**config.mk**
```make
export PLATFORM = sky130hd
export DESIGN_NAME = uvs_cordic_cell
export DESIGN_NICKNAME = d
export VERILOG_FILES = /design/src/sv/uvs_pkg.sv /design/src/sv/uvs_cordic_cell.sv
export SDC_FILE = /design/constraint.sdc
export NUM_CORES = 1
export LEC_CHECK = 0
export BUFFER_PORTS_ARGS = -buffer_cell sky130_fd_sc_hd__clkbuf_2
export CORE_MARGIN = 2
export CORE_UTILIZATION = 50
export CTS_CLUSTER_SIZE = 12
export DETAILED_ROUTE_END_ITERATION = 16
export PLACE_DENSITY = 0.78
export SKIP_LAST_GASP = 1
export SLEW_MARGIN = 20
export SYNTH_ARGS = -nofsm -noshare
export SYNTH_HDL_FRONTEND = slang
export SYNTH_SLANG_ARGS = --single-unit
export TNS_END_PERCENT = 1
```
**constraint.sdc**
```tcl
create_clock -name clk -period 2.65 [get_ports clk]
set_input_delay 0.1325 -clock clk [delete_from_list [all_inputs] [get_ports clk]]
set_output_delay 0.1325 -clock clk [all_outputs]
set_load 0.01 [all_outputs]
```
**src/sv/uvs_pkg.sv**
```systemverilog
// Shared types, constants and the CORDIC arctangent table of the UV-sphere vertex generator.
`default_nettype none

package uvs_pkg;

    localparam int DEF_SEGMENT_BITS  = 10;
    localparam int DEF_CORDIC_STAGES = 16;

    localparam int DIV_STEPS = 33;
    localparam int QUO_W     = 34;
    localparam int CW        = 34;
    localparam int ZW        = 32;
    localparam int TEX_W     = 17;
    localparam int POS_W     = 17;
    localparam int NORM_W    = 16;
    localparam int RADIUS_W  = 16;
    localparam int CFG_IDX_W = 2;

    localparam logic [CFG_IDX_W-1:0] REG_RADIUS  = 2'd0;
    localparam logic [CFG_IDX_W-1:0] REG_LAT_CNT = 2'd1;
    localparam logic [CFG_IDX_W-1:0] REG_LON_CNT = 2'd2;
    localparam logic [CFG_IDX_W-1:0] REG_UNUSED  = 2'd3;

    localparam logic [RADIUS_W-1:0] RADIUS_RESET  = 16'd256;
    localparam int                  LAT_CNT_RESET = 16;
    localparam int                  LON_CNT_RESET = 32;

    localparam logic signed [CW-1:0] GAIN_INV = 34'sd652032874;

    typedef struct packed {
        logic               valid;
        logic               oog;
        logic [TEX_W-1:0]   tex_u;
        logic [TEX_W-1:0]   tex_v;
    } tag_t;

    typedef struct packed {
        logic [CW-1:0] x;
        logic [CW-1:0] y;
        logic [ZW-1:0] z;
        logic [1:0]    quad;
    } rot_t;

    function automatic logic [31:0] cordic_atan(input int unsigned idx);
        logic [31:0] a;
        unique case (idx)
            0:  a = 32'h20000000;
            1:  a = 32'h12E4051E;
            2:  a = 32'h09FB385B;
            3:  a = 32'h051111D4;
            4:  a = 32'h028B0D43;
            5:  a = 32'h0145D7E1;
            6:  a = 32'h00A2F61E;
            7:  a = 32'h00517C55;
            8:  a = 32'h0028BE53;
            9:  a = 32'h00145F2F;
            10: a = 32'h000A2F98;
            11: a = 32'h000517CC;
            12: a = 32'h00028BE6;
            13: a = 32'h000145F3;
            14: a = 32'h0000A2FA;
            15: a = 32'h0000517D;
            16: a = 32'h000028BE;
            17: a = 32'h0000145F;
            18: a = 32'h00000A30;
            19: a = 32'h00000518;
            20: a = 32'h0000028C;
            21: a = 32'h00000146;
            22: a = 32'h000000A3;
            23: a = 32'h00000051;
            default: a = 32'h00000000;
        endcase
        return a;
    endfunction

endpackage

`default_nettype wire

```
**src/sv/uvs_cordic_cell.sv**
```systemverilog
// One CORDIC rotation cell with a fixed shift and arctangent.
`default_nettype none

module uvs_cordic_cell
    import uvs_pkg::*;
#(
    parameter int STAGE = 0
)(
    input  wire logic clk,
    input  wire logic en,
    input  wire rot_t rot_in,
    output rot_t      rot_out
);

    localparam logic [ZW-1:0] ATAN = cordic_atan(STAGE);

    logic signed [CW-1:0] x;
    logic signed [CW-1:0] y;
    logic signed [CW-1:0] xs;
    logic signed [CW-1:0] ys;
    logic signed [ZW-1:0] z;
    rot_t                 rot_next;

    always_comb
    begin
        x  = $signed(rot_in.x);
        y  = $signed(rot_in.y);
        z  = $signed(rot_in.z);
        xs = x >>> STAGE;
        ys = y >>> STAGE;
        rot_next.quad = rot_in.quad;
        if (!z[ZW-1])
        begin
            rot_next.x = x - ys;
            rot_next.y = y + xs;
            rot_next.z = z - $signed(ATAN);
        end
        else
        begin
            rot_next.x = x + ys;
            rot_next.y = y - xs;
            rot_next.z = z + $signed(ATAN);
        end
    end

    always_ff @(posedge clk)
    begin
        if (en)
        begin
            rot_out <= rot_next;
        end
    end

endmodule

`default_nettype wire

```
==> out/qor.csv <==
stage,metric,value,unit
run_status,status,"finished, final reports clean",
setup_path,endpoint_kind,flip-flop,
logic_synthesis,synth_top_family_by_area,compound AO/OA/AOI/OAI gates,
floorplan,dieHeight,137,um
logic_synthesis,synth_seq_area_share,34.1,%
drt,drt_wl_total,29.9,mm
floorplan,num_io_pins,206,
setup_path,critPathMaxFanout,3,
logic_synthesis,ys_ff_latch,101,
setup_path,cp.arrival,2740,ps
setup_path,critPathKind,in2reg,
layout,stdcell_count,1657,
placement,gp_congestion,1.00,
clock_network,cts_max_level,3,
placement,hpwlAfterDp,24.2,mm
grt,grt_pass1_wl,45.4,mm
logic_synthesis,synth-simple-area-share,12.3,%
drt,drt_iter0_drc,893,
logic_synthesis,synthAdderAreaFrac,14.8,%
logic_synthesis,synth_edf_count,101,
drt,wl_per_cell,18.0,um
logic_synthesis,yosysWarningCount,0,
layout,top_register,rot_out,
clock_network,postCtsSetupRepairBufs,0,
drt,vias,9253,
clock_network,path_clk_slew,70,ps
setup_path,crit_path_start,rot_in[34],
layout,drive_gt1_share,34.6,%
grt,overflow,0,
clock_network,clock_path_buffers,2,
drt,ant_nets,0,
layout,syn2layout_area_growth,41.3,%
grt,grt.total_usage,31.1,%
power_and_ir_drop,leakagePower,5.99,nW
logic_synthesis,netlist_top_cells_area,"edfxtp_1 (34%), ha_1 (14%), a21oi_1 (6.4%)",
sta,slew_viol_final,0,
logic_synthesis,async_flop_share,0,%
layout,largest_reg_flops,101,
layout,design_area,12600,um2
layout,num-nets-final,1634,
grt,grt_pass1_vias,8972,
setup_path,path_cells,clkbuf_2 -> inv_1 -> ha_1 -> fa_1 -> nor2b_1 -> o21ai_0 -> a311oi_1 -> o21bai_1 -> o2111a_1 -> nor2_1 -> a2111oi_0 -> a21o_1 -> xnor2_1,
power_and_ir_drop,powerDensity,478,nW/um2
logic_synthesis,synth_most_common_cell,a21oi_1,
layout,utilization,72.4,%
setup_path,start_kind,primary input,
layout,multi_input_area,5390,um2
hold_path,hold_path.class,in2reg,
sta,fin_crit_sh,99.4,%
power_and_ir_drop,vdd_drop_max,337,uV
logic_synthesis,synth_top_area_share,34.1,%
logic_synthesis,synth_compound_gate_area_share,23.0,%
floorplan,core-area,17400,um2
sta,setup_viol,0,
logic_synthesis,syn_area_per_cell,9.04,um2
placement,placed_cell_area,11800,um2
drt,dr.pass1.iters,5,
sta,rsz0062_at_grt,true,
logic_synthesis,synth_top_area_cell,edfxtp_1,
sta,period_needed,2640,ps
clock_network,cts_buffers,9,
layout,fillCellCount,1346,
setup_path,critical_path.max_stage_delay,420,ps
placement,portBuffers,205,
logic_synthesis,synth.distinct_cells,75,
logic_synthesis,synth_xor_area_share,6.50,%
sta,max_slew_margin,52.7,%
clock_network,tritoncts,done,
logic_synthesis,mappedNetlistNets,1190,
logic_synthesis,syn_inst,983,
grt,antenna_found_initial,0,
layout,top_regs,rot_out x101,
grt,grt_max_degree,85,
logic_synthesis,synth_mux_area_share,2.70,%
setup_path,crit_path_end,rot_out[66],
setup_path,required,2760,ps
floorplan,start_util,51.2,%
floorplan,rows,48,
layout,regArea,3030,um2
layout,antenna_cells,0,
logic_synthesis,synthTopCellsByCount,"a21oi_1 (114), edfxtp_1 (101), ha_1 (99)",
sta,fmax,0.379,GHz
flow_run,maxCapViolCount,0,
logic_synthesis,syn-cell-area,8890,um2
hold_path,hold_path.startpoint,rot_in[31],
sta,hold_viol,0,
clock_network,clkSinkCount,101,
drt,viasPerCell,5.58,
floorplan,die_w,137,um
logic_synthesis,ys.flop_type,edfxtp_1,
setup_path,cp_slowest_cell,fa_1,
floorplan,dieArea,18900,um2
placement,dp_cells,1610,
clock_network,cts_root_buf,clkbuf_16,
sta,worst_pin_slew,709,ps
drt,drc_errors,0,
-- per-stage QoR --
step	hold WS [ps]	total power, mW	setup slack [ps]	TNS, ps
6_report	37.0	6.01	14.7	0
3_3_place_gp	309	4.50	-574	-6220
5_1_grt	45.7	6.30	-135	-814
3_5_place_dp	311	4.56	-538	-7940
2_1_floorplan	231	3.39	-63.7	-63.7
4_1_cts	34.8	5.96	-51.0	-120
-- where the power goes --
part | internal (mW) | total [mW] | leakage, nW | switching, mW
registers | 2.06 | 2.13 | 0.988 | 0.0742
clock network | 0.681 | 1.37 | 0.150 | 0.688
logic | 1.14 | 2.51 | 4.85 | 1.37
total | 3.88 | 6.01 | 5.99 | 2.13
-- worst min-delay path by stage --
stage                  end  cells past startpoint
5_1_grt        rot_out[31]                      2
6_report       rot_out[31]                      2
2_1_floorplan   rot_out[0]                      0
3_3_place_gp    rot_out[4]                      1
3_5_place_dp    rot_out[4]                      1
4_1_cts        rot_out[31]                      2
-- per-layer routing --
| layer | track usage [%] | part of all wire, % |
|---|---|---|
| met2 | 52.1 | 47 |
| met1 | 40.5 | 42 |
| met4 | 11.2 | 3.1 |
| met3 | 5.37 | 8.1 |
| met5 | 0 | 0 |
-- cells by family after synthesis --
family                     Yosys count
AOI/OAI and AO/OA                  320
xor gates and xnor gates            66
adders and majority gates          103
buffers and inverters              145
DFF                                101
muxes                               24
and+or+nand+nor                    224
-- final cells by class --
| class | instances | share of cell area, % |
|---|---|---|
| clock inverter | 7 | 0.647 |
| sequential | 101 | 24.1 |
| clock buffer | 9 | 1.79 |
| tap | 225 | 2.24 |
| multi-input combinational | 737 | 42.9 |
| timing repair buffer | 478 | 25.3 |
| inverter | 100 | 2.99 |
-- what timing repair did --
| action | in CTS | in global routing |
|---|---|---|
| hold buffers | 31 | 0 |
| cloned | 0 | 0 |
| setup endpoints to repair | 8 | 23 |
| gates resized for setup | 2 | 24 |
| pin swaps | 0 | 6 |
| endpoints found under the hold margin | 31 | 0 |
-- cell usage in the layout, fill, tap and decap left out, types with 4 or more instances in the layout --
cell type | Yosys | layout
xnor2_1 | 59 | 58
nand2_1 | 53 | 53
nand3b_1 | 4 | 4
o22ai_1 | 5 | 5
a221oi_1 | 5 | 4
clkbuf_16 | 0 | 9
o21ai_2 | 1 | 4
or3_1 | 7 | 7
nor3_1 | 14 | 14
fa_1 | 4 | 4
edfxtp_1 | 101 | 101
a211o_1 | 4 | 4
o21ai_0 | 69 | 68
clkbuf_2 | 0 | 204
nor2_1 | 74 | 74
nand2b_1 | 9 | 9
nor4_1 | 4 | 4
o211ai_1 | 9 | 9
nand3_1 | 9 | 9
ha_1 | 99 | 95
a211oi_1 | 9 | 9
and3_1 | 6 | 5
o31ai_1 | 6 | 6
nand4_1 | 12 | 12
a21oi_1 | 114 | 112
dlygate4sd3_1 | 0 | 31
buf_4 | 2 | 241
o21bai_1 | 16 | 16
xor2_1 | 7 | 7
mux2i_1 | 24 | 24
a31oi_1 | 4 | 4
a21o_1 | 20 | 20
inv_1 | 98 | 98
nor2b_1 | 14 | 13
o21a_1 | 7 | 7
-- critical path: cells and delay by family --
kind            cells  cell delay (ps)
compound gates      6             1350
fa+ha+maj           2              650
simple gates        2              320
buf+inv             2              160
xor+xnor            1              120
No activity file was read; power rests on OpenSTA's default activity.
