## config.mk

```make
export PLATFORM = sky130hd
export DESIGN_NAME = uvs_div_cell
export DESIGN_NICKNAME = d
export VERILOG_FILES = /design/src/sv/uvs_pkg.sv /design/src/sv/uvs_div_cell.sv
export SDC_FILE = /design/constraint.sdc
export NUM_CORES = 1
export LEC_CHECK = 0
export BUFFER_PORTS_ARGS = -buffer_cell sky130_fd_sc_hd__buf_2
export CAP_MARGIN = 10
export CORE_UTILIZATION = 38
export CTS_CLUSTER_DIAMETER = 120
export CTS_CLUSTER_SIZE = 24
export DETAILED_ROUTE_END_ITERATION = 10
export HOLD_SLACK_MARGIN = 0.05
export PLACE_DENSITY_LB_ADDON = 0.15
export SYNTH_ARGS = -nofsm -noshare
export SYNTH_HDL_FRONTEND = slang
export SYNTH_SLANG_ARGS = --single-unit
```

## constraint.sdc

```tcl
create_clock -name clk -period 3.2 [get_ports clk]
set_input_delay 0.64 -clock clk [delete_from_list [all_inputs] [get_ports clk]]
set_output_delay 0.64 -clock clk [all_outputs]
set_load 0.005 [all_outputs]
```

## src/sv/uvs_pkg.sv

```systemverilog
// Shared types, constants and the CORDIC arctangent table of the UV-sphere vertex generator.
`default_nettype none

package uvs_pkg;

    localparam int DEF_SEGMENT_BITS  = 10;
    localparam int DEF_CORDIC_STAGES = 16;

    localparam int DIV_STEPS = 33;
    localparam int QUO_W     = 34;
    localparam int CW        = 34;
    localparam int ZW        = 32;
    localparam int TEX_W     = 17;
    localparam int POS_W     = 17;
    localparam int NORM_W    = 16;
    localparam int RADIUS_W  = 16;
    localparam int CFG_IDX_W = 2;

    localparam logic [CFG_IDX_W-1:0] REG_RADIUS  = 2'd0;
    localparam logic [CFG_IDX_W-1:0] REG_LAT_CNT = 2'd1;
    localparam logic [CFG_IDX_W-1:0] REG_LON_CNT = 2'd2;
    localparam logic [CFG_IDX_W-1:0] REG_UNUSED  = 2'd3;

    localparam logic [RADIUS_W-1:0] RADIUS_RESET  = 16'd256;
    localparam int                  LAT_CNT_RESET = 16;
    localparam int                  LON_CNT_RESET = 32;

    localparam logic signed [CW-1:0] GAIN_INV = 34'sd652032874;

    typedef struct packed {
        logic               valid;
        logic               oog;
        logic [TEX_W-1:0]   tex_u;
        logic [TEX_W-1:0]   tex_v;
    } tag_t;

    typedef struct packed {
        logic [CW-1:0] x;
        logic [CW-1:0] y;
        logic [ZW-1:0] z;
        logic [1:0]    quad;
    } rot_t;

    function automatic logic [31:0] cordic_atan(input int unsigned idx);
        logic [31:0] a;
        unique case (idx)
            0:  a = 32'h20000000;
            1:  a = 32'h12E4051E;
            2:  a = 32'h09FB385B;
            3:  a = 32'h051111D4;
            4:  a = 32'h028B0D43;
            5:  a = 32'h0145D7E1;
            6:  a = 32'h00A2F61E;
            7:  a = 32'h00517C55;
            8:  a = 32'h0028BE53;
            9:  a = 32'h00145F2F;
            10: a = 32'h000A2F98;
            11: a = 32'h000517CC;
            12: a = 32'h00028BE6;
            13: a = 32'h000145F3;
            14: a = 32'h0000A2FA;
            15: a = 32'h0000517D;
            16: a = 32'h000028BE;
            17: a = 32'h0000145F;
            18: a = 32'h00000A30;
            19: a = 32'h00000518;
            20: a = 32'h0000028C;
            21: a = 32'h00000146;
            22: a = 32'h000000A3;
            23: a = 32'h00000051;
            default: a = 32'h00000000;
        endcase
        return a;
    endfunction

endpackage

`default_nettype wire

```

## src/sv/uvs_div_cell.sv

```systemverilog
// One restoring-division cell: produces one quotient bit per clock in which en is high.
`default_nettype none

module uvs_div_cell
    import uvs_pkg::*;
#(
    parameter int SEGMENT_BITS = DEF_SEGMENT_BITS
)(
    input  wire logic                    clk,
    input  wire logic                    en,
    input  wire logic [SEGMENT_BITS-1:0] den,
    input  wire logic [SEGMENT_BITS-1:0] rem_in,
    input  wire logic [QUO_W-1:0]        quo_in,
    output logic      [SEGMENT_BITS-1:0] rem_out,
    output logic      [QUO_W-1:0]        quo_out
);

    logic [SEGMENT_BITS:0]   rem2;
    logic [SEGMENT_BITS:0]   diff;
    logic                    qbit;
    logic [SEGMENT_BITS-1:0] rem_next;

    always_comb
    begin
        rem2     = {rem_in, 1'b0};
        diff     = rem2 - {1'b0, den};
        qbit     = (rem2 >= {1'b0, den});
        rem_next = qbit ? diff[SEGMENT_BITS-1:0] : rem2[SEGMENT_BITS-1:0];
    end

    always_ff @(posedge clk)
    begin
        if (en)
        begin
            rem_out <= rem_next;
            quo_out <= {quo_in[QUO_W-2:0], qbit};
        end
    end

endmodule

`default_nettype wire

```

==> reports/qor.yml, run 1 <==
postLayoutCoreUtil: 0.538
finalHoldViolCount: 0
netlist_top_cells_area: "sky130_fd_sc_hd__edfxtp_1 (67%), sky130_fd_sc_hd__ha_1 (6.4%), sky130_fd_sc_hd__mux2_4 (6.1%), sky130_fd_sc_hd__inv_1 (1.9%), sky130_fd_sc_hd__xnor2_1 (1.8%)"
cts_buffers: 5
yosys_warnings: 0
final_nets: 291
number_of_placed_instances_with_taps_included: 284
timing.slew.headroom: 0.380
time_the_final_worst_path_needs_with_i_o_delays_and_setup_ps: 2730
synthDominantCellAreaShare: 0.673
viasPerCell: 4.43
finalSetupViolations: 0
initial_antenna_violation_count: 0
fin_setup_tns_ps: 0
worstSetupStartpointType: "primary input"
ioPinCount: 100
diodes: 0
hold_path.class: "primary input to register"
clockBufferDepth: 2
via_count_of_the_first_global_routing_pass: 1173
worst-endpoint-arrival_ps: 2760
timing.critical_path.fanout_max: 11
global_route_wire_length_before_repair_um: 5350
cts_htree_levels: 2
die_h_um: 73.9
status: "finished, final reports clean"
mappedNetlistArea_sq_um: 1960
max_cap_viol_count: 0
tritoncts: "done"
drt.antenna.violating_nets: 0
total_leakage_power_nw: 1.18
layout.filler_cells: 422
core.rowCount: 25
gp_routability_congestion: 0.780
dr.pass1.iters: 4
finalNonFillerCells: 292
tightestPinTransition_ps: 930
post_cts_resize_count: 0
crit_required_ps: 3230
place_hpwl_um: 2760
io_buffer_count: 98
die_area_sq_um: 5460
power-per-cell-area_nw_per_um2: 488
remaining_drc_errors: 0
finalCritPeriodShare: 0.854
sequential_cell_area_sq_um: 1320
postSynthNetCount: 187
cts_hold_buf: 0
drt-total-wl_um: 3570
die_width_um: 73.9
synth.distinct_cells: 32
vdd.ir_drop.worst_uv: 176
grt_use_total: 0.134
cts_post_setup_buffers_inserted: 0
multi_input_comb_area_sq_um: 593
initial_detailed_routing_violation_count: 44
core_sq_um: 4850
synth_area_leader_cell: "sky130_fd_sc_hd__edfxtp_1"
cts-root-buf: "sky130_fd_sc_hd__clkbuf_8"
synthesis.area_per_instance_sq_um: 16.4
drv_slew: 0
grt.overflow.total: 0
post_synthesis_sequential_area_ratio: 0.673
detail_route.wl_per_cell_um: 12.2
rsz_0062_raised_after_global_routing: "no"
clock_sinks: 44
drive_above_1_share: 0.507
syn2layout_area_growth_pct: 33.0
detailed_route_via_count: 1293
path_class: "primary input to register"
clkSlewWorstSetupHoldPaths_ps: 80
timing.critical_path.to_type: "register"
postSynthCellCount: 120
synth.ff_latch_count: 44
largest_net_degree_at_the_start_of_global_routing: 45
achievable-frequency_ghz: 0.366
initial_utilization: 0.405
==> power by group <==
group / internal, mW / switching (mW)
registers: 0.700 / 0.00989
logic: 0.133 / 0.110
clock network: 0.151 / 0.170
total: 0.984 / 0.290
==> cell families after synthesis <==
logic type      after synthesis  share of synthesized area
xor+xnor                      7                     0.0312
simple gates                 17                     0.0491
mux                          11                     0.0771
buf+inv                      11                     0.0249
fa+ha+maj                    11                     0.0739
flops                        44                      0.673
compound gates               19                     0.0707
==> cell type report <==
| class | instances | share of cell area |
|---|---|---|
| Sequential cell | 44 | 0.506 |
| Multi-Input combinational cell | 65 | 0.227 |
| Timing Repair Buffer | 98 | 0.188 |
| Tap cell | 67 | 0.0321 |
| Clock buffer | 6 | 0.0278 |
| Inverter | 10 | 0.0144 |
| Clock inverter | 2 | 0.00431 |
==> placed cells by master, fill, tap and decap left out, drive strengths merged, types with 3 or more instances in the layout <==
cell type	Yosys	routed
clkbuf	0	6
nor2b	3	3
inv	10	10
a21oi	4	4
o21ai	5	5
mux2	9	9
edfxtp	44	44
buf	1	98
xor2	3	3
xnor2	4	4
nor2	3	3
ha	10	10
==> worst paths after layout <==
| path | startpoint | endpoint | slack [ps] | cells past startpoint |
|---|---|---|---|---|
| setup / recovery | den[1] | rem_out[9] | 470 | 8 |
| hold / removal | quo_in[13] | quo_out[14] | 520 | 1 |
==> cell usage after synthesis (all sizes together) <==
cell    count
nand2       1
a21o        1
o21ai       5
a211o       1
nand3       2
mux2i       2
and2        1
nor2        3
xnor2       4
a21oi       4
nand4       1
nand2b      2
o21bai      2
edfxtp     44
nor2b       3
o31a        1
a41o        1
ha         10
a211oi      1
a31oi       1
mux2        9
or4         1
o21a        1
xor2        3
buf         1
o32a        1
fa          1
nor3        2
inv        10
or4b        1
==> per-stage QoR <==
stage	area (sq um)	power [mW]	worst slack (ps)	hold slack, ps
finish	2610	1.27	468	522
global route	2610	1.34	370	504
CTS	2610	1.29	461	510
detailed placement	2530	0.970	153	818
global placement	2530	0.967	141	816
floorplan	1960	0.858	486	739
==> worst max-delay path, cell delays in order <==
cell                      delay (ps)
sky130_fd_sc_hd__buf_2            70
sky130_fd_sc_hd__inv_1            60
sky130_fd_sc_hd__ha_1            300
sky130_fd_sc_hd__nor2b_1         150
sky130_fd_sc_hd__o31a_1          280
sky130_fd_sc_hd__o32a_4          390
sky130_fd_sc_hd__a41o_1          460
sky130_fd_sc_hd__mux2_1          410
==> flip-flops by register name, indices dropped and copies added, names as in the netlist <==
| register | cells |
|---|---|
| quo_out | 34 |
| rem_out | 10 |
==> routing by layer <==
layer,part of all wire,vias up,GRT usage
met1,0.40,555,0.151
met2,0.48,70,0.221
met3,0.094,8,0.0453
met5,0,-,0
met4,0.023,0,0.0769
li1,-,660,-
(Power assumes the default switching activity.)
==> run 2, diff against run 1 <==
--- a/config.mk
+++ b/config.mk
@@ -5,7 +5,7 @@
 export SDC_FILE = /design/constraint.sdc
 export NUM_CORES = 1
 export LEC_CHECK = 0
-export BUFFER_PORTS_ARGS = -buffer_cell sky130_fd_sc_hd__buf_2
+export BUFFER_PORTS_ARGS = -buffer_cell sky130_fd_sc_hd__clkbuf_2
 export CAP_MARGIN = 10
 export CORE_UTILIZATION = 38
 export CTS_CLUSTER_DIAMETER = 120
==> run 2 against run 1 <==
Largest cell class unchanged. Via count is 1.5% higher. Worst setup slack worse by 5.2 ps. Sequential power hardly changed. Flip-flop and latch count stayed put. Non-clock buffer count stayed put. Total power is 6.1% higher.
==> reports/qor.yml, run 2 (synthesized netlist as in run 1, its figures left out) <==
die_area_sq_um: 5460  # unchanged
timing.critical_path.fanout_max: 11  # unchanged
timing.slew.headroom: 0.314  # was 0.380
total_leakage_power_nw: 1.22  # was 1.18 nW
detailed_route_via_count: 1312  # was 1293
kind_of_cell_adding_the_most_delay_to_the_critical_path: "compound AO/OA/AOI/OAI gates"  # unchanged
diodes: 0  # unchanged
global_route_wire_length_before_repair_um: 5350  # unchanged
finalHoldViolCount: 0  # unchanged
tritoncts: "done"  # unchanged
clock_sinks: 44  # unchanged
worst-path-buf-inv: 2  # unchanged
cts_buffers: 5  # unchanged
die_h_um: 73.9  # unchanged
rsz_0062_raised_after_global_routing: "no"  # unchanged
hold_path.class: "primary input to register"  # unchanged
largest_register_ffs: 34  # unchanged
detail_route.wl_per_cell_um: 12.0  # was 12.2 um
initial_detailed_routing_violation_count: 46  # was 44
finalNonFillerCells: 292  # unchanged
max_cap_viol_count: 0  # unchanged
clockBufferDepth: 2  # unchanged
drv_slew: 0  # unchanged
crit_slowest_cell: "sky130_fd_sc_hd__a41o_1"  # unchanged
worstPathCellList: "clkbuf_2 -> inv_1 -> ha_1 -> nor2b_1 -> o31a_1 -> o32a_4 -> a41o_1 -> mux2_1"  # was buf_2 -> inv_1 -> ha_1 -> nor2b_1 -> o31a_1 -> o32a_4 -> a41o_1 -> mux2_1
gp_routability_congestion: 0.795  # was 0.780
number_of_placed_instances_with_taps_included: 284  # unchanged
die_width_um: 73.9  # unchanged
initial_utilization: 0.405  # unchanged
grt_use_total: 0.135  # was 0.134
place_ws_ps: 125  # was 153 ps
path_depth: 8  # unchanged
cpPeakStageDelay_ps: 450  # was 460 ps
path_class: "primary input to register"  # unchanged
cts_hold_buf: 0  # unchanged
setup_slack_ps: 463  # was 468 ps
worst-endpoint-arrival_ps: 2770  # was 2760 ps
tightestPinTransition_ps: 1030  # was 930 ps
achievable-frequency_ghz: 0.365  # was 0.366 GHz
cts_htree_levels: 2  # unchanged
dr.pass1.iters: 4  # unchanged
ioPinCount: 100  # unchanged
viasPerCell: 4.49  # was 4.43
cts_post_setup_buffers_inserted: 0  # unchanged
layout.filler_cells: 410  # was 422
io_buffer_count: 98  # unchanged
worstSetupStartpointType: "primary input"  # unchanged
clkSlewWorstSetupHoldPaths_ps: 80  # about the same
initial_antenna_violation_count: 0  # unchanged
vdd.ir_drop.worst_uv: 189  # was 176 uV
place_hpwl_um: 2780  # was 2760 um
power_mw: 1.35  # was 1.27 mW
layout.cells.most_common: "sky130_fd_sc_hd__clkbuf_2"  # was sky130_fd_sc_hd__buf_2
post_cts_resize_count: 0  # unchanged
finalSetupViolations: 0  # unchanged
largest_net_degree_at_the_start_of_global_routing: 45  # unchanged
remaining_drc_errors: 0  # unchanged
layout_top_registers: "quo_out: 34 flops, rem_out: 10 flops"  # unchanged
power-per-cell-area_nw_per_um2: 514  # was 488 nW/um^2
final_nets: 291  # unchanged
via_count_of_the_first_global_routing_pass: 1159  # was 1173
timing.critical_path.to_type: "register"  # unchanged
worst_setup_path_endpoint: "rem_out[9]"  # unchanged
postLayoutCoreUtil: 0.543  # was 0.538
fin_worst_hold_slack_ps: 524  # was 522 ps
grt.overflow.total: 0  # unchanged
time_the_final_worst_path_needs_with_i_o_delays_and_setup_ps: 2740  # was 2730 ps
status: "finished, final reports clean"  # unchanged
mostFrequentLayoutCells: "sky130_fd_sc_hd__clkbuf_2 (98), sky130_fd_sc_hd__edfxtp_1 (44), sky130_fd_sc_hd__inv_1 (10), sky130_fd_sc_hd__ha_1 (10), sky130_fd_sc_hd__mux2_4 (8)"  # was sky130_fd_sc_hd__buf_2 (98), sky130_fd_sc_hd__edfxtp_1 (44), sky130_fd_sc_hd__inv_1 (10), sky130_fd_sc_hd__ha_1 (10), sky130_fd_sc_hd__mux2_4 (8)
placement.cell_area_sq_um: 2530  # unchanged
largest_reg_by_ff_count: "quo_out"  # unchanged
cts-root-buf: "sky130_fd_sc_hd__clkbuf_8"  # unchanged
drive_above_1_share: 0.511  # was 0.507
syn2layout_area_growth_pct: 34.2  # was 33.0%
crit_required_ps: 3230  # about the same
hold_start: "quo_in[15]"  # was quo_in[13]
core_sq_um: 4850  # unchanged
core.rowCount: 25  # unchanged
worstSetupStartpoint: "den[1]"  # unchanged
fin_setup_tns_ps: 0  # unchanged
drt-total-wl_um: 3510  # was 3570 um
drt.antenna.violating_nets: 0  # unchanged
finalCritPeriodShare: 0.855  # was 0.854
final_area_sq_um: 2630  # was 2610 sq um
==> run 2: cell type report <==
class	instances	area (sq um)	share of cell area
clock buffers	6	72.6	0.0276
repair buffers	98	490	0.186
well taps	67	83.8	0.0318
multi-input cells	65	593	0.225
flip-flops and latches	44	1320	0.502
inverters	10	37.5	0.0143
clock inverters	2	35.0	0.0133
==> run 2: worst min-delay path by stage <==
stage	end	slack, ps	cells after the start
global placement	quo_out[4]	820	1
finish	quo_out[16]	520	1
global route	quo_out[16]	510	1
CTS	quo_out[11]	510	1
floorplan	quo_out[10]	740	0
detailed placement	quo_out[16]	820	1
==> run 2: power breakdown <==
part	internal [mW]	switching, mW
Clock	0.231	0.167
Combinational	0.133	0.109
Sequential	0.700	0.0118
==> run 2: per-layer routing <==
metal / GRT usage / wire [um] / share of wire / vias to the layer above
met1: 0.148 / 1350 / 0.38 / 583
met3: 0.0453 / 329 / 0.094 / 4
met2: 0.235 / 1800 / 0.51 / 66
li1: - / - / - / 659
met4: 0.0598 / 38 / 0.011 / 0
met5: 0 / 0 / 0 / -
